--- src/design/sum8_checked_frame_receiver_defines.svh ---
// ----------------------------------------------------------------------------
// Assertion macros for the sum8 checked frame receiver
// Shared concurrent-check shorthands, sampled on clock, quiet during reset.
// ----------------------------------------------------------------------------
`ifndef SUM8_CHECKED_FRAME_RECEIVER_DEFINES_SVH
`define SUM8_CHECKED_FRAME_RECEIVER_DEFINES_SVH

// property that must hold at every edge
`define S8FR_ASSERT(lbl, prop, msg) \
   lbl: assert property (@(posedge clock) disable iff (reset) (prop)) else $error(msg);

// property whose consequent must hold in the cycle after the antecedent
`define S8FR_ASSERT_NEXT(lbl, ante, cons, msg) \
   lbl: assert property (@(posedge clock) disable iff (reset) (ante) |=> (cons)) else $error(msg);

`endif

--- src/design/s8fr_pkg.sv ---
// ----------------------------------------------------------------------------
// s8fr_pkg
// Constants and types shared by the frame receiver modules.
// ----------------------------------------------------------------------------
package s8fr_pkg;

   localparam int FRAME_BYTES = 34;
   localparam int HIST_BYTES  = FRAME_BYTES - 1;
   localparam int HELD_WIDTH  = $clog2(FRAME_BYTES + 1);
   localparam logic [HELD_WIDTH-1:0] HELD_MAX = HELD_WIDTH'(HIST_BYTES);

   // register map
   localparam int CSR_INDEX_WIDTH = 2;
   localparam int CSR_DATA_WIDTH  = 8;
   localparam logic [CSR_INDEX_WIDTH-1:0] CSR_SYNC_BYTE   = 2'd0;
   localparam logic [CSR_INDEX_WIDTH-1:0] CSR_TYPE_BYTE   = 2'd1;
   localparam logic [CSR_INDEX_WIDTH-1:0] CSR_LENGTH_CODE = 2'd2;

   localparam logic [7:0] SYNC_BYTE_RESET   = 8'hAA;
   localparam logic [7:0] TYPE_BYTE_RESET   = 8'h01;
   localparam logic [7:0] LENGTH_CODE_RESET = 8'd30;

   // frame byte offsets
   localparam int POS_COUNT_LEFT   = 3;
   localparam int POS_COUNT_RIGHT  = 7;
   localparam int POS_PERIOD_LEFT  = 11;
   localparam int POS_PERIOD_RIGHT = 13;
   localparam int POS_RANGES_LOW   = 15;
   localparam int POS_RANGES_HIGH  = 21;
   localparam int POS_VOLTAGE      = 27;
   localparam int POS_CHARGE       = 29;
   localparam int POS_ANGLE        = 31;

   typedef logic [FRAME_BYTES-1:0][7:0] frame_bytes_type;

   typedef struct packed {
      logic        [31:0] wheel_count_left;
      logic        [31:0] wheel_count_right;
      logic        [15:0] wheel_period_left;
      logic        [15:0] wheel_period_right;
      logic        [47:0] ranges_low;
      logic        [47:0] ranges_high;
      logic        [15:0] battery_voltage;
      logic        [15:0] battery_charge;
      logic        [15:0] heading_angle;
      logic signed [31:0] wheel_delta_left;
      logic signed [31:0] wheel_delta_right;
   } result_type;

endpackage

--- src/design/s8fr_req_if.sv ---
// ----------------------------------------------------------------------------
// s8fr_req_if
// Byte channel into the frame receiver.
// ----------------------------------------------------------------------------
interface s8fr_req_if;
   logic       valid;
   logic       ready;
   logic [7:0] rx_byte;

   modport source (output valid, output rx_byte, input ready);
   modport sink (input valid, input rx_byte, output ready);
endinterface

--- src/design/s8fr_rsp_if.sv ---
// ----------------------------------------------------------------------------
// s8fr_rsp_if
// Decoded frame channel out of the frame receiver.
// ----------------------------------------------------------------------------
interface s8fr_rsp_if;
   logic               valid;
   logic               ready;
   logic        [31:0] wheel_count_left;
   logic        [31:0] wheel_count_right;
   logic        [15:0] wheel_period_left;
   logic        [15:0] wheel_period_right;
   logic        [47:0] ranges_low;
   logic        [47:0] ranges_high;
   logic        [15:0] battery_voltage;
   logic        [15:0] battery_charge;
   logic        [15:0] heading_angle;
   logic signed [31:0] wheel_delta_left;
   logic signed [31:0] wheel_delta_right;

   modport source (
      output valid, input ready,
      output wheel_count_left, output wheel_count_right,
      output wheel_period_left, output wheel_period_right,
      output ranges_low, output ranges_high,
      output battery_voltage, output battery_charge, output heading_angle,
      output wheel_delta_left, output wheel_delta_right
   );
   modport sink (
      input valid, output ready,
      input wheel_count_left, input wheel_count_right,
      input wheel_period_left, input wheel_period_right,
      input ranges_low, input ranges_high,
      input battery_voltage, input battery_charge, input heading_angle,
      input wheel_delta_left, input wheel_delta_right
   );
endinterface

--- src/design/sum8_checked_frame_receiver.sv ---
// ----------------------------------------------------------------------------
// sum8_checked_frame_receiver
// Frame sync on a byte stream with header match and 8-bit sum check;
// unpacks good frames into sensor fields and wheel count deltas.
// ----------------------------------------------------------------------------
//   channel   direction  handshake          beat contents
//   req_bus   in         valid/ready        rx_byte, one link byte
//   rsp_bus   out        valid/ready        decoded frame fields and deltas
//   csr_*     in         csr_wr_en only     sync, type, length code registers
//
// One byte is taken every cycle while req_bus.ready is high; the result of a good frame
// is registered with its checksum byte and shows on rsp_bus from the result register.
// The check uses a running sum over the held bytes, so the work per byte is
// one compare set and one 8-bit add and subtract.
// Reset is synchronous; there is no clearing pass.
// A stalled rsp_bus parks one more result in the skid stage; req_bus.ready
// drops only while that stage is occupied.
// ----------------------------------------------------------------------------
module sum8_checked_frame_receiver (
   input  logic                                 clock,
   input  logic                                 reset,
   input  logic                                 csr_wr_en,
   input  logic [s8fr_pkg::CSR_INDEX_WIDTH-1:0] csr_index,
   input  logic [s8fr_pkg::CSR_DATA_WIDTH-1:0]  csr_wr_data,
   s8fr_req_if.sink                             req_bus,
   s8fr_rsp_if.source                           rsp_bus
);
   import s8fr_pkg::*;

   logic            byte_valid;
   logic            frame_hit;
   logic            in_ready;
   frame_bytes_type frame;
   result_type      result;

   // input beat accept
   assign req_bus.ready = in_ready;
   assign byte_valid    = req_bus.valid && in_ready;

   s8fr_window u_window (
      .clock       (clock),
      .reset       (reset),
      .csr_wr_en   (csr_wr_en),
      .csr_index   (csr_index),
      .csr_wr_data (csr_wr_data),
      .byte_valid  (byte_valid),
      .rx_byte     (req_bus.rx_byte),
      .frame_hit   (frame_hit),
      .frame       (frame)
   );

   s8fr_decode u_decode (
      .clock     (clock),
      .reset     (reset),
      .frame_hit (frame_hit),
      .frame     (frame),
      .result    (result)
   );

   s8fr_out_buf u_out_buf (
      .clock     (clock),
      .reset     (reset),
      .push      (frame_hit),
      .push_data (result),
      .in_ready  (in_ready),
      .rsp_bus   (rsp_bus)
   );

endmodule

--- src/design/s8fr_window.sv ---
// ----------------------------------------------------------------------------
// s8fr_window
// Byte history, fill count, running sum and header match; flags a good frame.
// ----------------------------------------------------------------------------
`include "sum8_checked_frame_receiver_defines.svh"

module s8fr_window (
   input  logic                                   clock,
   input  logic                                   reset,
   input  logic                                   csr_wr_en,
   input  logic [s8fr_pkg::CSR_INDEX_WIDTH-1:0]   csr_index,
   input  logic [s8fr_pkg::CSR_DATA_WIDTH-1:0]    csr_wr_data,
   input  logic                                   byte_valid,
   input  logic [7:0]                             rx_byte,
   output logic                                   frame_hit,
   output s8fr_pkg::frame_bytes_type              frame
);
   import s8fr_pkg::*;

   logic [7:0]            sync_ff, type_ff, length_ff;
   logic [7:0]            hist_ff [HIST_BYTES];
   logic [HELD_WIDTH-1:0] held_ff, held_in;
   logic [7:0]            sum_ff, sum_in;
   logic                  full;
   logic                  frame_ok;

   // configuration registers
   always_ff @(posedge clock) begin
      if (reset) begin
         sync_ff   <= SYNC_BYTE_RESET;
         type_ff   <= TYPE_BYTE_RESET;
         length_ff <= LENGTH_CODE_RESET;
      end else if (csr_wr_en) begin
         unique case (csr_index)
            CSR_SYNC_BYTE:   sync_ff   <= csr_wr_data;
            CSR_TYPE_BYTE:   type_ff   <= csr_wr_data;
            CSR_LENGTH_CODE: length_ff <= csr_wr_data;
            default: ;
         endcase
      end
   end

   // candidate frame: held history followed by the incoming byte
   always_comb begin
      for (int k = 0; k < HIST_BYTES; k++) begin
         frame[k] = hist_ff[k];
      end
      frame[FRAME_BYTES-1] = rx_byte;
   end

   // history is full once it holds every byte before the checksum byte
   assign full     = (held_ff == HELD_MAX);
   assign frame_ok = (hist_ff[0] == sync_ff) && (hist_ff[1] == type_ff)
                   && (hist_ff[2] == length_ff) && (sum_ff == rx_byte);
   assign frame_hit = byte_valid && full && frame_ok;

   // fill count and running sum of the held bytes
   always_comb begin
      held_in = held_ff;
      sum_in  = sum_ff;
      if (byte_valid) begin
         if (frame_hit) begin
            held_in = '0;
            sum_in  = '0;
         end else if (full) begin
            sum_in = sum_ff + rx_byte - hist_ff[0];
         end else begin
            held_in = held_ff + 1'b1;
            sum_in  = sum_ff + rx_byte;
         end
      end
   end

   always_ff @(posedge clock) begin
      if (reset) begin
         held_ff <= '0;
         sum_ff  <= '0;
      end else begin
         held_ff <= held_in;
         sum_ff  <= sum_in;
      end
   end

   // shift line, newest byte at the top
   always_ff @(posedge clock) begin
      if (byte_valid) begin
         for (int k = 0; k < HIST_BYTES - 1; k++) begin
            hist_ff[k] <= hist_ff[k+1];
         end
         hist_ff[HIST_BYTES-1] <= rx_byte;
      end
   end

   `S8FR_ASSERT(a_held_range, held_ff <= HELD_MAX, "fill count beyond history depth")
   `S8FR_ASSERT_NEXT(a_hit_empties, frame_hit, held_ff == '0 && sum_ff == '0,
                     "history not emptied after a good frame")
   `S8FR_ASSERT_NEXT(a_slide_keeps_full, byte_valid && full && !frame_ok, held_ff == HELD_MAX,
                     "history lost bytes on a rejected frame")

endmodule

--- src/design/s8fr_decode.sv ---
// ----------------------------------------------------------------------------
// s8fr_decode
// Field extraction from a good frame and wheel count delta tracking.
// ----------------------------------------------------------------------------
module s8fr_decode (
   input  logic                      clock,
   input  logic                      reset,
   input  logic                      frame_hit,
   input  s8fr_pkg::frame_bytes_type frame,
   output s8fr_pkg::result_type      result
);
   import s8fr_pkg::*;

   logic [31:0] prev_left_ff, prev_right_ff;
   logic [31:0] delta_left_ff, delta_right_ff;
   logic [31:0] delta_left_in, delta_right_in;
   logic [31:0] count_left, count_right;
   logic        have_prev;

   assign count_left  = {frame[POS_COUNT_LEFT+3], frame[POS_COUNT_LEFT+2],
                         frame[POS_COUNT_LEFT+1], frame[POS_COUNT_LEFT]};
   assign count_right = {frame[POS_COUNT_RIGHT+3], frame[POS_COUNT_RIGHT+2],
                         frame[POS_COUNT_RIGHT+1], frame[POS_COUNT_RIGHT]};

   // deltas move only once some previous count is nonzero
   assign have_prev      = (prev_left_ff != '0) || (prev_right_ff != '0);
   assign delta_left_in  = have_prev ? (count_left - prev_left_ff) : delta_left_ff;
   assign delta_right_in = have_prev ? (prev_right_ff - count_right) : delta_right_ff;

   always_ff @(posedge clock) begin
      if (reset) begin
         prev_left_ff   <= '0;
         prev_right_ff  <= '0;
         delta_left_ff  <= '0;
         delta_right_ff <= '0;
      end else if (frame_hit) begin
         prev_left_ff   <= count_left;
         prev_right_ff  <= count_right;
         delta_left_ff  <= delta_left_in;
         delta_right_ff <= delta_right_in;
      end
   end

   // little-endian field unpacking
   always_comb begin
      result.wheel_count_left   = count_left;
      result.wheel_count_right  = count_right;
      result.wheel_period_left  = {frame[POS_PERIOD_LEFT+1], frame[POS_PERIOD_LEFT]};
      result.wheel_period_right = {frame[POS_PERIOD_RIGHT+1], frame[POS_PERIOD_RIGHT]};
      result.ranges_low         = {frame[POS_RANGES_LOW+5], frame[POS_RANGES_LOW+4],
                                   frame[POS_RANGES_LOW+3], frame[POS_RANGES_LOW+2],
                                   frame[POS_RANGES_LOW+1], frame[POS_RANGES_LOW]};
      result.ranges_high        = {frame[POS_RANGES_HIGH+5], frame[POS_RANGES_HIGH+4],
                                   frame[POS_RANGES_HIGH+3], frame[POS_RANGES_HIGH+2],
                                   frame[POS_RANGES_HIGH+1], frame[POS_RANGES_HIGH]};
      result.battery_voltage    = {frame[POS_VOLTAGE+1], frame[POS_VOLTAGE]};
      result.battery_charge     = {frame[POS_CHARGE+1], frame[POS_CHARGE]};
      result.heading_angle      = {frame[POS_ANGLE+1], frame[POS_ANGLE]};
      result.wheel_delta_left   = $signed(delta_left_in);
      result.wheel_delta_right  = $signed(delta_right_in);
   end

endmodule

--- src/design/s8fr_out_buf.sv ---
// ----------------------------------------------------------------------------
// s8fr_out_buf
// Result register with a one-entry skid stage in front of the output channel.
// ----------------------------------------------------------------------------
`include "sum8_checked_frame_receiver_defines.svh"

module s8fr_out_buf (
   input  logic                 clock,
   input  logic                 reset,
   input  logic                 push,
   input  s8fr_pkg::result_type push_data,
   output logic                 in_ready,
   s8fr_rsp_if.source           rsp_bus
);
   import s8fr_pkg::*;

   logic       out_valid_ff, skid_valid_ff;
   result_type out_ff, skid_ff;
   logic       pop;

   assign pop      = out_valid_ff && rsp_bus.ready;
   assign in_ready = !skid_valid_ff;

   // valid flags
   always_ff @(posedge clock) begin
      if (reset) begin
         out_valid_ff  <= 1'b0;
         skid_valid_ff <= 1'b0;
      end else if (skid_valid_ff) begin
         if (pop) begin
            skid_valid_ff <= 1'b0;
         end
      end else if (push) begin
         if (out_valid_ff && !pop) begin
            skid_valid_ff <= 1'b1;
         end else begin
            out_valid_ff <= 1'b1;
         end
      end else if (pop) begin
         out_valid_ff <= 1'b0;
      end
   end

   // payload
   always_ff @(posedge clock) begin
      if (skid_valid_ff) begin
         if (pop) begin
            out_ff <= skid_ff;
         end
      end else if (push) begin
         if (out_valid_ff && !pop) begin
            skid_ff <= push_data;
         end else begin
            out_ff <= push_data;
         end
      end
   end

   // drive the channel
   assign rsp_bus.valid              = out_valid_ff;
   assign rsp_bus.wheel_count_left   = out_ff.wheel_count_left;
   assign rsp_bus.wheel_count_right  = out_ff.wheel_count_right;
   assign rsp_bus.wheel_period_left  = out_ff.wheel_period_left;
   assign rsp_bus.wheel_period_right = out_ff.wheel_period_right;
   assign rsp_bus.ranges_low         = out_ff.ranges_low;
   assign rsp_bus.ranges_high        = out_ff.ranges_high;
   assign rsp_bus.battery_voltage    = out_ff.battery_voltage;
   assign rsp_bus.battery_charge     = out_ff.battery_charge;
   assign rsp_bus.heading_angle      = out_ff.heading_angle;
   assign rsp_bus.wheel_delta_left   = out_ff.wheel_delta_left;
   assign rsp_bus.wheel_delta_right  = out_ff.wheel_delta_right;

   `S8FR_ASSERT(a_skid_behind_out, !skid_valid_ff || out_valid_ff,
                "skid entry held with an empty result register")
   `S8FR_ASSERT(a_no_push_when_full, !(push && skid_valid_ff),
                "result arrived while the skid stage was full")

endmodule

--- src/flat_wrapper.sv ---
// flat-port wrapper written by rule: the top's interface ports become plain ports
module sum8_checked_frame_receiver_flat import s8fr_pkg::*;
  (clock, reset, csr_wr_en, csr_index, csr_wr_data, req_bus_valid, req_bus_rx_byte, req_bus_ready, rsp_bus_valid, rsp_bus_ready, rsp_bus_wheel_count_left, rsp_bus_wheel_count_right, rsp_bus_wheel_period_left, rsp_bus_wheel_period_right, rsp_bus_ranges_low, rsp_bus_ranges_high, rsp_bus_battery_voltage, rsp_bus_battery_charge, rsp_bus_heading_angle, rsp_bus_wheel_delta_left, rsp_bus_wheel_delta_right);
  s8fr_req_if req_bus_i ();
  s8fr_rsp_if rsp_bus_i ();
  input  logic clock;
  input  logic reset;
  input  logic csr_wr_en;
  input  logic [s8fr_pkg::CSR_INDEX_WIDTH-1:0] csr_index;
  input  logic [s8fr_pkg::CSR_DATA_WIDTH-1:0] csr_wr_data;
  input wire logic [$bits(req_bus_i.valid)-1:0] req_bus_valid;
  input wire logic [$bits(req_bus_i.rx_byte)-1:0] req_bus_rx_byte;
  output wire logic [$bits(req_bus_i.ready)-1:0] req_bus_ready;
  output wire logic [$bits(rsp_bus_i.valid)-1:0] rsp_bus_valid;
  input wire logic [$bits(rsp_bus_i.ready)-1:0] rsp_bus_ready;
  output wire logic [$bits(rsp_bus_i.wheel_count_left)-1:0] rsp_bus_wheel_count_left;
  output wire logic [$bits(rsp_bus_i.wheel_count_right)-1:0] rsp_bus_wheel_count_right;
  output wire logic [$bits(rsp_bus_i.wheel_period_left)-1:0] rsp_bus_wheel_period_left;
  output wire logic [$bits(rsp_bus_i.wheel_period_right)-1:0] rsp_bus_wheel_period_right;
  output wire logic [$bits(rsp_bus_i.ranges_low)-1:0] rsp_bus_ranges_low;
  output wire logic [$bits(rsp_bus_i.ranges_high)-1:0] rsp_bus_ranges_high;
  output wire logic [$bits(rsp_bus_i.battery_voltage)-1:0] rsp_bus_battery_voltage;
  output wire logic [$bits(rsp_bus_i.battery_charge)-1:0] rsp_bus_battery_charge;
  output wire logic [$bits(rsp_bus_i.heading_angle)-1:0] rsp_bus_heading_angle;
  output wire logic [$bits(rsp_bus_i.wheel_delta_left)-1:0] rsp_bus_wheel_delta_left;
  output wire logic [$bits(rsp_bus_i.wheel_delta_right)-1:0] rsp_bus_wheel_delta_right;
  assign req_bus_i.valid = req_bus_valid;
  assign req_bus_i.rx_byte = req_bus_rx_byte;
  assign req_bus_ready = req_bus_i.ready;
  assign rsp_bus_valid = rsp_bus_i.valid;
  assign rsp_bus_i.ready = rsp_bus_ready;
  assign rsp_bus_wheel_count_left = rsp_bus_i.wheel_count_left;
  assign rsp_bus_wheel_count_right = rsp_bus_i.wheel_count_right;
  assign rsp_bus_wheel_period_left = rsp_bus_i.wheel_period_left;
  assign rsp_bus_wheel_period_right = rsp_bus_i.wheel_period_right;
  assign rsp_bus_ranges_low = rsp_bus_i.ranges_low;
  assign rsp_bus_ranges_high = rsp_bus_i.ranges_high;
  assign rsp_bus_battery_voltage = rsp_bus_i.battery_voltage;
  assign rsp_bus_battery_charge = rsp_bus_i.battery_charge;
  assign rsp_bus_heading_angle = rsp_bus_i.heading_angle;
  assign rsp_bus_wheel_delta_left = rsp_bus_i.wheel_delta_left;
  assign rsp_bus_wheel_delta_right = rsp_bus_i.wheel_delta_right;
  sum8_checked_frame_receiver u_core (.clock(clock), .reset(reset), .csr_wr_en(csr_wr_en), .csr_index(csr_index), .csr_wr_data(csr_wr_data), .req_bus(req_bus_i), .rsp_bus(rsp_bus_i));
endmodule
--- config.mk ---
export PLATFORM = sky130hd
export DESIGN_NAME = sum8_checked_frame_receiver_flat
export DESIGN_NICKNAME = d
export VERILOG_FILES = /design/src/design/s8fr_pkg.sv /design/src/design/s8fr_req_if.sv /design/src/design/s8fr_rsp_if.sv /design/src/design/sum8_checked_frame_receiver.sv /design/src/design/s8fr_window.sv /design/src/design/s8fr_decode.sv /design/src/design/s8fr_out_buf.sv /design/src/flat_wrapper.sv
export VERILOG_INCLUDE_DIRS = /design/src /design/src/design
export SDC_FILE = /design/constraint.sdc
export NUM_CORES = 1
export LEC_CHECK = 0
export ABC_CLOCK_PERIOD_IN_PS = 33000
export BUFFER_PORTS_ARGS = -buffer_cell sky130_fd_sc_hd__buf_4
export CAP_MARGIN = 15
export CORE_MARGIN = 2
export CORE_UTILIZATION = 30
export DETAILED_ROUTE_END_ITERATION = 10
export PLACE_DENSITY_LB_ADDON = 0.15
export SLEW_MARGIN = 20
export SYNTH_ARGS = -nofsm -noshare
export SYNTH_HDL_FRONTEND = slang
export SYNTH_SLANG_ARGS = --single-unit
--- constraint.sdc ---
create_clock -name clock -period 33 [get_ports clock]
set_clock_uncertainty 0.15 [all_clocks]
set_input_delay 4.95 -clock clock [delete_from_list [all_inputs] [get_ports clock]]
set_output_delay 4.95 -clock clock [all_outputs]
set_load 0.005 [all_outputs]
Word-level counts from Yosys, hierarchy flattened

Memories as Yosys holds them, arrays and structs flattened.
Index checks and enable logic that the tools add are counted.

$add $sub $neg: 5
$mul: 0
Div/mod/pow operators: 0
Order comparisons: 0
Eq/ne operators: 11
Shifts and indexed selects: 0
Muxes and demuxes: 19
Bitwise logic cells: 1
Reductions and logical operators: 23

Operator list:

| cell                                                             | number |
|---|---|
| 304-bit 2-to-1 mux                                               | 4 |
| 32-bit 2-to-1 mux                                                | 2 |
| 32-bit nonzero test                                              | 2 |
| 32-bit subtractor                                                | 2 |
| 8-bit == test                                                    | 4 |
| 8-bit 2-to-1 mux                                                 | 2 |
| 6-bit 2-to-1 mux                                                 | 2 |
| 1-bit 2-to-1 mux                                                 | 9 |
| 3-bit AND reduction                                              | 3 |
| 8-bit adder                                                      | 1 |
| 1-bit logical AND                                                | 8 |
| 2-bit AND reduction                                              | 4 |
| 8-bit subtractor                                                 | 1 |
| 6-bit by 1-bit adder with 6-bit output (second input constant)   | 1 |
| 6-bit == test (second input constant)                            | 1 |
| 2-bit by 1-bit != test with 1-bit output (second input constant) | 2 |
| 2-bit != test (second input constant)                            | 2 |
| 2-bit nonzero test                                               | 2 |
| 2-bit by 1-bit == test with 1-bit output (second input constant) | 1 |
| 2-bit == test (second input constant)                            | 1 |
| 1-bit logical NOT                                                | 2 |
| 2-bit logical NOT                                                | 1 |
| 1-bit logical OR                                                 | 1 |
| 1-bit NOT                                                        | 1 |

Register bits: 776
Latch bits: 0
Memory bits (writable): 264
ROM bits: 0
Bits of input ports: 23
Output and inout bits: 306
Word-level logic and storage cells: 93
Memories: 1

Memories:

| memory                  | depth | width | read ports | clocked after Yosys merged registers in | write ports | RTL line          | source |
|---|---|---|---|---|---|---|---|
| u_core.u_window.hist_ff | 33    | 8     | 33         | 0                                       | 33          | s8fr_window.sv:21 | `logic [7:0] hist_ff [HIST_BYTES];` |

Logic depth before layout (Yosys ltp)

Gate-level depths: netlist of run 1.

Depth in word-level cells: 7
Gate-level depth with buffers: 15
Mapped depth without buffers: 15

By module

Synthesis of run 1 repeated with hierarchy kept, for this count alone.

Cells, all modules: 2972
Area, all modules: 43913.4 um^2

Modules (own cells, without submodules):

| module                      | instances | cells each | area each (um^2) | seq. area each (um^2) |
|---|---|---|---|---|
| s8fr_out_buf                | 1         | 959        | 22406.5          | 18297.5 |
| s8fr_decode                 | 1         | 1458       | 11044.3          | 2562.5 |
| s8fr_window                 | 1         | 554        | 10456.3          | 8688.3 |
| sum8_checked_frame_receiver | 1         | 1          | 6.3              | 0.0 |

Worst setup path after synthesis of run 1

No wires, ideal clock.

Path kind: input to register
From: input req_bus_valid
To: register u_core.u_out_buf.skid_ff[0] (netlist bit) (enable)
Library setup time: 1.410 ns
Arrival time: 31.023 ns
Data required time: 31.440 ns
Setup slack: 0.416 ns
Stages on the path: 7
Buffers on the path: 1
Cells stage by stage: nand2_1 > inv_2 > nand2_1 > nor3_1 > nand4_1 > clkbuf_1 > nor3b_1

Word-level cells in the longest chain between the ends: 4

Ends and longest elaborated chain:

| item                           | RTL line                          | source |
|---|---|---|
| from (decl)                    | flat_wrapper.sv:11                | `input wire logic [$bits(req_bus_i.valid)-1:0] req_bus_valid;` |
| 1-bit logical AND              | sum8_checked_frame_receiver.sv:38 | `assign byte_valid = req_bus.valid && in_ready;` |
| named net u_core.byte_valid    | sum8_checked_frame_receiver.sv:30 | `logic byte_valid;` |
| 1-bit logical AND (2 in a row) | s8fr_window.sv:55                 | `assign frame_hit = byte_valid && full && frame_ok;` |
| 3-bit AND reduction (no line)  | -                                 |  |
| to (signal assigned)           | s8fr_out_buf.sv:52                | `skid_ff <= push_data;` |
| to (decl)                      | s8fr_out_buf.sv:18                | `result_type out_ff, skid_ff;` |

The timed path passes the listed nets, and every way through them passes these cells.
A chain may end at the register's enable or synchronous reset.

Final worst setup path of run 1

From: input req_bus_valid
To: register u_core.u_out_buf.out_ff, in the netlist u_core.u_out_buf.rsp_bus.battery_charge[11] (enable)

Word-level cells in the longest chain between the ends: 5

Ends and longest elaborated chain:

| item                           | RTL line                          | source |
|---|---|---|
| 1-bit logical AND              | sum8_checked_frame_receiver.sv:38 |  |
| named net u_core.byte_valid    | sum8_checked_frame_receiver.sv:30 |  |
| 1-bit logical AND (2 in a row) | s8fr_window.sv:55                 |  |
| 2-bit nonzero test (no line)   | -                                 |  |
| 3-bit AND reduction (no line)  | -                                 |  |
| to (signal assigned)           | s8fr_out_buf.sv:48                | `out_ff <= skid_ff;` |
| to (signal assigned)           | s8fr_out_buf.sv:54                | `out_ff <= push_data;` |
| to (decl)                      | s8fr_out_buf.sv:18                |  |

The timed path passes the listed nets, and every way through them passes these cells.

==> results of run 1 <==
## final cells by class
type	count	area [um2]	area share (%)
clock buffer	161	3240	6.45
clock inverter	58	599	1.20
inverter	99	380	0.759
multi-input combinational	1634	11300	22.5
sequential	1040	29600	58.9
tap	1876	2350	4.68
timing repair buffer	360	2740	5.46
## final timing paths
check	from	to	slack, ps	cells after the start
setup / recovery	req_bus_valid	u_core.u_out_buf.rsp_bus.battery_charge[11]	24000	10
hold / removal	u_core.u_decode.delta_left_ff[2]	u_core.u_decode.delta_left_ff[2]	300	2
setup reg to reg	u_core.u_out_buf.skid_valid_ff	u_core.u_out_buf.rsp_bus.battery_charge[11]	27140	11
hold reg to reg	u_core.u_decode.delta_left_ff[2]	u_core.u_decode.delta_left_ff[2]	300	2
## logic make-up after synthesis
kind of cell,after synthesis,share of synthesized area [%]
DFF,1040,70.6
and+or+nand+nor,709,7.86
AOI/OAI and AO/OA,463,6.92
muxes,287,7.65
buffers and inverters,246,2.54
xor gates and xnor gates,93,1.95
adders and majority gates,82,2.52
## power by group
part           switching, mW  internal [mW]  total, mW
clock                  0.546          0.756       1.30
sequential            0.0223           1.44       1.47
combinational         0.0598         0.0400     0.0997
## cells in the mapped netlist (8+ instances only)
library cell | number | share of area (%)
xnor2_1 | 41 | 0.86
inv_1 | 96 | 0.86
nand3_1 | 52 | 0.62
ha_1 | 78 | 2.3
o21ai_0 | 117 | 1.4
o21a_1 | 8 | 0.14
mux2i_1 | 27 | 0.65
nor4_1 | 43 | 0.64
and2_1 | 10 | 0.15
nor3_1 | 62 | 0.74
nand2b_1 | 10 | 0.15
nand2_1 | 300 | 2.7
nor2_1 | 130 | 1.2
buf_2 | 15 | 0.18
mux2_2 | 259 | 7.0
buf_1 | 8 | 0.072
clkbuf_1 | 109 | 0.98
and3_1 | 19 | 0.28
edfxtp_1 | 872 | 63
dfxtp_1 | 168 | 8.0
xor2_1 | 52 | 1.1
o21bai_1 | 13 | 0.23
a21oi_1 | 170 | 2.0
buf_6 | 11 | 0.30
a211oi_1 | 15 | 0.27
a21o_1 | 36 | 0.65
a31oi_1 | 11 | 0.16
nand4_1 | 24 | 0.36
or3_1 | 11 | 0.16
## layer usage
| metal | global-route usage, % | wire, um |
|---|---|---|
| met1 | 20.8 | 50600 |
| met2 | 22.9 | 49400 |
| met3 | 3.32 | 6290 |
| met4 | 4.51 | 2290 |
| met5 | 0 | 0 |
## critical path, delay by kind of cell
kind            cells  cell delay [ps]
buf+inv             4             2250
simple gates        4             1530
compound gates      2              300
## state kept, by name (all words and copies together) (netlist names), 8 cells and up
register / cells
u_core.u_out_buf.rsp_bus.heading_angle: 16
u_core.u_decode.prev_left_ff: 32
u_core.u_decode.prev_right_ff: 32
u_core.u_window.type_ff: 8
u_core.u_window.length_ff: 8
u_core.u_window.sync_ff: 8
u_core.u_out_buf.rsp_bus.wheel_count_right: 32
u_core.u_out_buf.rsp_bus.wheel_period_right: 16
u_core.u_out_buf.rsp_bus.ranges_high: 48
u_core.u_out_buf.rsp_bus.wheel_delta_left: 32
u_core.u_out_buf.skid_ff: 304
u_core.u_out_buf.rsp_bus.battery_voltage: 16
u_core.u_out_buf.rsp_bus.wheel_period_left: 16
u_core.u_out_buf.rsp_bus.wheel_delta_right: 32
u_core.u_out_buf.rsp_bus.battery_charge: 16
u_core.u_decode.delta_left_ff: 32
u_core.u_window.sum_ff: 8
u_core.u_decode.delta_right_ff: 32
u_core.u_out_buf.rsp_bus.ranges_low: 48
u_core.u_window.hist_ff: 264
u_core.u_out_buf.rsp_bus.wheel_count_left: 32
## stage by stage
step / cell area, um2 / std cells / setup WS, ps / power [mW] / hold slack, ps
finish: 50100 / 5228 / 24000 / 2.87 / 301
global route: 50100 / 5228 / 23640 / 2.97 / 320
CTS: 50100 / 5228 / 23950 / 2.92 / 303
detailed placement: 46300 / 5009 / 23140 / 1.59 / 295
global placement: 46300 / 5009 / 23280 / 1.59 / 288
floorplan: 41900 / 2920 / 416 / 1.56 / 279
==> metrics.txt, run 1 <==
outcome finished clean; # resized after CTS 0; router iterations before antenna repair 5; CP most frequent cell buf_4; Total Wirelength approximately 110000 um; TritonCTS Buffers 116; Clock transition at path regs approximately 60 ps; worst vdd ir 47.9 uV; HPWL after detailed placement roughly 70000 um; Seq/Total Area, Yosys 70.6%; PwrDens 57.2 nW/um2; clock root cell clkbuf_16; syn avg cell area between 10 and 15 um2; FF+latch count, synth 1040; initial antenna violation count 7; buffer count from post-CTS setup fixing 0; CP arrival ~9000 ps; vias in the first global route roughly 24000; Worst Setup End Kind flip-flop; crit-path cells buf_4 -> nand2_1 -> inv_8 -> nand2_1 -> nor3_1 -> and4_4 -> a21oi_1 -> a21oi_4 -> buf_4 -> buf_4; Setup TNS Final 0 ps; Layout Nets around 3400; Slew HR 16.6%; # fillers 13381; # port buffers 328; Clock Latency Late Sink roughly 740 ps; min Tclk post-route 9000 ps; Slew Viols, Final 0; all-layer global routing usage around 15%; core area 139000 um2; leak pwr 18.0 nW; initial core utilization a little under a third; CTS max path bufs 3; WL per Instance between 20 and 25 um; # IOs approximately 330; Via Count ~24000; largest net degree at the start of global routing 147; DRC 0; Max-Cap Viols 0; Max stage delay on crit path between 700 and 800 ps; gr ovfl total 0; CTS Hold Bufs 0; final core utilization between 30% and 40%; Top FF cell, synth edfxtp_1; die width about 380 um; Min-Delay Path Class flip-flop to flip-flop; commonest non-fill, non-tap cells in the layout 872 x edfxtp_1, 357 x buf_4, 300 x nand2_1, 259 x mux2_2, 169 x a21oi_1; Diodes inserted 0; DR vias/cell 4.64; Tcrit/Tclk final around 27%; Setup Crit Path Kind primary input to flip-flop; CTS tree yes; number of synthesized flops with an enable pin between 800 and 900; Synth warnings 0; area delta synth->final 19.8%; Die Ht approximately 380 um; Worst Tran Pin Value 1250 ps; DIE AREA between 100000 and 150000 um2; layout cells sized above 1 about 24%; Max Fclk 111 MHz; crit path max fanout 105; Setup-failing EPs final 0; GP Congestion 0.821; Worst setup SP type primary input; Cell Area, Synth 41900 um2; H-tree levels 3; first-pass GRT wire length 159000 um; syn nets around 3000; DRT iter0 DRCs 1752; clock sink count roughly 1000; antenna-violating nets left 0; Cells after Synth a little under 3000; critical path's slowest cell buf_4; RSZ-0062 raised after global routing false; Core Rows ~140; CP Data Required Time ~33000 ps; Yosys cell types 86; FFs w/ async S/R, synth 0%; final-report hold violation count 0; most common cell after layout, fill and taps aside edfxtp_1
No activity file was read; power rests on OpenSTA's default activity.
==> inputs of run 2 (changes only) <==
--- a/config.mk
+++ b/config.mk
@@ -6,7 +6,7 @@
 export SDC_FILE = /design/constraint.sdc
 export NUM_CORES = 1
 export LEC_CHECK = 0
-export ABC_CLOCK_PERIOD_IN_PS = 33000
+export ABC_CLOCK_PERIOD_IN_PS = 8680
 export BUFFER_PORTS_ARGS = -buffer_cell sky130_fd_sc_hd__buf_4
 export CAP_MARGIN = 15
 export CORE_MARGIN = 2
==> constraint.sdc (replaced) <==
create_clock -name clock -period 8.68 [get_ports clock]
set_clock_uncertainty 0.15 [all_clocks]
set_input_delay 1.302 -clock clock [delete_from_list [all_inputs] [get_ports clock]]
set_output_delay 1.302 -clock clock [all_outputs]
set_load 0.005 [all_outputs]
==> run 2 against run 1 <==
Against the previous run:
- global-route usage barely moved
- clock-buffer cell count is 16 lower
- critical endpoint is now u_core.u_out_buf.rsp_bus.ranges_low[22]
- via count decreased by 0.72%
- largest cell class unchanged
- final area decreased by 0.42%
- clock power grew to 3.6 times the previous value
- register-to-register slack got worse by 23000 ps
- highest routed layer unchanged
- cell count decreased by 0.17%
- routed wire length shrank 0.83%
- sequential share of layout area is 0.25 points higher
==> metrics.txt, run 2 (synthesis gave the netlist of run 1 again) <==
outcome finished clean; commonest non-fill, non-tap cells in the layout 872 x edfxtp_1, 353 x buf_4, 298 x nand2_1, 259 x mux2_2, 169 x a21oi_1; Total Wirelength 108000 um; DR vias/cell about 4.6; Worst Tran Pin Value roughly 1300 ps; Max Fclk roughly 220 MHz; largest net degree at the start of global routing ~170; Core Rows 137; clock sink count 1040; CP most frequent cell buf_4; initial antenna violation count 3; CTS tree yes; clock root cell clkbuf_16; buffer count from post-CTS setup fixing 0; Setup-failing EPs final 0; CTS max path bufs 3; Clock Latency Late Sink between 700 and 800 ps; # IOs between 300 and 400; layout cells sized above 1 between 20% and 30%; first-pass GRT wire length 159000 um; Min-Delay Path Class flip-flop to flip-flop; TritonCTS Buffers roughly 110; leak pwr about 18 nW; crit-path cells buf_4 -> ha_1 -> nor4_4 -> nand2_4 -> nor3_4 -> and4_4 -> a21oi_1 -> a21oi_4 -> buf_4 -> buf_4; RSZ-0062 raised after global routing false; # port buffers 328; Tcrit/Tclk final between 50% and 60%; # resized after CTS 0; PwrDens about 210 nW/um2; DIE AREA ~140000 um2; Clock transition at path regs around 60 ps; Die Ht 378 um; final-report hold violation count 0; worst vdd ir between 150 and 200 uV; reg2reg path depth 9; HPWL after detailed placement approximately 70000 um; Setup Crit Path Kind primary input to flip-flop; worst setup path end u_core.u_out_buf.rsp_bus.ranges_low[22]; critical path's slowest cell buf_4; Slew Viols, Final 0; core area approximately 140000 um2; Slew HR between 10% and 20%; overall power after layout roughly 11 mW; worst hold slack approximately 300 ps; min Tclk post-route about 4500 ps; area delta synth->final 19.3%; crit path max fanout 53; DRT iter0 DRCs 1629; Diodes inserted 0; router iterations before antenna repair 5; RR Endpoint u_core.u_out_buf.rsp_bus.wheel_delta_left[31]; WL per Instance around 21 um; die width between 300 and 400 um; Worst Setup End Kind flip-flop; all-layer global routing usage between 10% and 20%; initial core utilization 30.1%; largest register by flop count u_core.u_out_buf.skid_ff; CP Data Required Time 8900 ps; H-tree levels 3; most common cell after layout, fill and taps aside edfxtp_1; crit path from req_bus_rx_byte[3]; max reg flops between 300 and 400; Via Count roughly 24000; DRC 0; GP Congestion between 0.8 and 0.9; antenna-violating nets left 0; vias in the first global route ~24000; R2R setup slack 4350 ps; RR Startpoint u_core.u_window.hist_ff[3][4]; CTS Hold Bufs 0; biggest regs u_core.u_out_buf.skid_ff (304), u_core.u_window.hist_ff (264); Max-Cap Viols 0; Max stage delay on crit path 680 ps; CP arrival 4760 ps; Layout Nets between 3000 and 4000; gr ovfl total 0; Worst setup SP type primary input
## run 2: how the worst min path moves through the flow
| stage | start | to | slack, ps | depth (start not counted) |
|---|---|---|---|---|
| floorplan | u_core.u_decode.delta_left_ff[24] | u_core.u_decode.delta_left_ff[24] | 280 | 2 |
| global placement | u_core.u_decode.delta_right_ff[22] | u_core.u_decode.delta_right_ff[22] | 290 | 2 |
| detailed placement | u_core.u_decode.delta_right_ff[26] | u_core.u_decode.delta_right_ff[26] | 290 | 2 |
| CTS | u_core.u_decode.delta_right_ff[26] | u_core.u_decode.delta_right_ff[26] | 300 | 2 |
| global route | u_core.u_decode.delta_right_ff[26] | u_core.u_decode.delta_right_ff[26] | 320 | 2 |
| finish | u_core.u_decode.delta_right_ff[26] | u_core.u_decode.delta_right_ff[26] | 300 | 2 |
## run 2: per-stage QoR
stage | util (%) | TNS (ps) | cells | worst slack, ps | area (um2)
floorplan | - | -673280 | 2920 | -2210 | 42000
global placement | 33.4 | 0 | 5007 | 3320 | 46400
detailed placement | 33.4 | 0 | 5007 | 3270 | 46400
CTS | 35.9 | 0 | 5219 | 4100 | 49900
global route | 35.9 | 0 | 5219 | 3910 | 49900
finish | 35.9 | 0 | 5219 | 4140 | 49900
## run 2: layer usage
layer / GRT usage (%) / wire (um) / vias up
li1: - / - / 11572
met5: 0 / 0 / -
met3: 2.84 / 5010 / 125
met1: 20.8 / 50600 / 11981
met2: 23.1 / 49700 / 423
met4: 4.51 / 2280 / 0
## run 2: critical path, delay by kind of cell
family | cells | cell delay [ps]
buffers and inverters | 3 | 1300
AO/OA/AOI/OAI | 2 | 440
AND/OR/NAND/NOR | 4 | 1230
adder cells (fa/ha/maj) | 1 | 370
## run 2: report_power, final
| group | total (mW) | internal [mW] | switching [mW] | leakage [nW] |
|---|---|---|---|---|
| Clock | 4.64 | 2.58 | 2.06 | 1.71 |
| Combinational | 0.382 | 0.153 | 0.229 | 6.39 |
| Sequential | 5.57 | 5.49 | 0.0832 | 9.74 |
## run 2: final cells by class
class	count	area (um2)
sequential	1040	29600
timing repair buffer	358	2750
inverter	99	389
clock buffer	145	2980
tap	1876	2350
multi-input combinational	1634	11300
fill	13403	89100
clock inverter	67	573
==> inputs of run 3 (changes only) <==
--- a/config.mk
+++ b/config.mk
@@ -6,7 +6,7 @@
 export SDC_FILE = /design/constraint.sdc
 export NUM_CORES = 1
 export LEC_CHECK = 0
-export ABC_CLOCK_PERIOD_IN_PS = 8680
+export ABC_CLOCK_PERIOD_IN_PS = 4550
 export BUFFER_PORTS_ARGS = -buffer_cell sky130_fd_sc_hd__buf_4
 export CAP_MARGIN = 15
 export CORE_MARGIN = 2
==> constraint.sdc (replaced) <==
create_clock -name clock -period 4.55 [get_ports clock]
set_clock_uncertainty 0.15 [all_clocks]
set_input_delay 0.6825 -clock clock [delete_from_list [all_inputs] [get_ports clock]]
set_output_delay 0.6825 -clock clock [all_outputs]
set_load 0.005 [all_outputs]
==> run 3 against run 2 <==
Against the previous run:
- cell count rose by 0.90%
- critical endpoint is now u_core.u_window.sum_ff[7]
- clock-buffer cell count fell by 4
- worst hold slack got worse by 160 ps
- first-iteration DRC count rose by 13%
- register-to-register slack got worse by 3500 ps
==> metrics.txt, run 3 (synthesis gave the netlist of run 1 again) <==
outcome finished clean; Clock Latency Late Sink slightly below 800 ps; TritonCTS Buffers between 100 and 150; Core Rows about 140; met2 Usage GRT around 23%; overall power after layout approximately 21 mW; GP Congestion 0.851; cell family with most CP delay adder cells; Worst Tran Pin Value 1030 ps; final cell count without fillers approximately 5300; Max stage delay on crit path between 500 and 600 ps; antenna-violating nets left 0; WP buf/inv 2; all-layer global routing usage between 10% and 20%; crit-path cells dlygate4sd3_1 -> buf_4 -> ha_1 -> fa_1 -> a21o_1 -> a21oi_1 -> xnor2_1 -> ha_1 -> and3_1 -> a21oi_1 -> nand3_1 -> nand4_1 -> a21boi_0 -> xnor2_1 -> or4_1 -> a31oi_1; # port buffers between 300 and 400; DRT iter0 DRCs roughly 1800; # IOs 329; gr ovfl total 0; DR vias/cell about 4.6; commonest non-fill, non-tap cells in the layout 872 x edfxtp_1, 358 x buf_4, 298 x nand2_1, 259 x mux2_2, 168 x a21oi_1; leak pwr 18.3 nW; Die Ht approximately 380 um; worst vdd ir about 310 uV; Tcrit/Tclk final slightly above 80%; GRT busiest layer met2; H-tree levels 3; Setup Crit Path Kind primary input to flip-flop; CTS tree yes; core area 139000 um2; clock sink count around 1000; CP Data Required Time between 5000 and 6000 ps; Worst setup SP type primary input; GR met1 Demand/Resource a little over a fifth; Via Count ~24000; CTS max path bufs 3; vias in the first global route 24064; buffer count from post-CTS setup fixing 0; Max Fclk roughly 270 MHz; initial core utilization 30.1%; PwrDens 414 nW/um2; Max-Cap Viols 0; crit path max fanout 4; area delta synth->final 21.5%; Layout Nets about 3400; router iterations before antenna repair 5; DIE AREA 143000 um2; most common cell after layout, fill and taps aside edfxtp_1; clock root cell clkbuf_16; max reg flops between 300 and 400; Setup-failing EPs final 0; Total Wirelength ~110000 um; RSZ-0062 raised after global routing false; placed insts ~5000; die width between 300 and 400 um; met3 Use GR 3.24%; final core utilization a little over a third; R2R setup slack about 860 ps; Worst Setup End Kind flip-flop; largest net degree at the start of global routing roughly 170; min Tclk post-route ~3800 ps; first-pass GRT wire length about 160000 um; final-report hold violation count 0; biggest regs u_core.u_out_buf.skid_ff (304), u_core.u_window.hist_ff (264); critical path's slowest cell dlygate4sd3_1; Min-Delay Path Class primary input to flip-flop; initial antenna violation count 6; Slew Viols, Final 0; layout cells sized above 1 25.3%; largest register by flop count u_core.u_out_buf.skid_ff; WL per Instance 20.6 um; DRC 0; Slew HR 31.5%; HPWL after detailed placement 71600 um; Clock transition at path regs approximately 60 ps; CP arrival roughly 4300 ps
==> run 3: layer usage <==
metal,up-vias,routed length [um]
met4,2,2530
met2,552,49500
met5,-,5
met1,12065,50600
met3,150,6090
li1,11674,-
==> run 3: through the flow <==
stage               cell area (um2)   TNS, ps  worst slack (ps)  hold WS [ps]
global route                  50900         0               500           134
finish                        50900         0               788           142
detailed placement            46700         0               557           295
global placement              46700         0               513           287
floorplan                     42000  -2723410             -5720           279
CTS                           50900         0               842          75.8
==> run 3: final timing paths <==
kind,depth (start not counted),from,to
min,2,reset,u_core.u_window.sync_ff[6]
max,16,req_bus_rx_byte[0],u_core.u_window.sum_ff[7]
max reg2reg,10,u_core.u_window.hist_ff[8][0],u_core.u_out_buf.rsp_bus.wheel_delta_right[23]
min reg2reg,2,u_core.u_decode.delta_right_ff[22],u_core.u_decode.delta_right_ff[22]
==> run 3: final cells by class <==
| cell class | count | area, um2 |
|---|---|---|
| antenna | 3 | 7.51 |
| clock buffer | 141 | 3070 |
| clock inverter | 79 | 896 |
| fill | 13404 | 88200 |
| inverter | 99 | 389 |
| multi-input combinational | 1634 | 11400 |
| sequential | 1040 | 29600 |
| tap | 1876 | 2350 |
| timing repair buffer | 394 | 3240 |
==> run 3: worst register-to-register path, stage by stage (launching register included) <==
cell and delay, ps:
edfxtp_1 550, inv_1 160, ha_1 400, nand3_1 180, nor2_1 160, nand2_1 100, o31a_2 410, a2111oi_2 420
nor3_1 100, o31ai_1 630, mux2_2 290
==> run 3: what timing repair did <==
action                                 4_1_cts  5_1_grt
hold buffers                                17        0
endpoints found under the hold margin       33        0
gates resized for setup                      0        0
setup endpoints to repair                    0        0
==> run 3: report_power, final <==
part	internal, mW	switching [mW]	leakage [nW]
Sequential	10.5	0.153	9.74
Clock	5.68	4.02	1.92
Combinational	0.307	0.456	6.62
Total	16.5	4.63	18.3
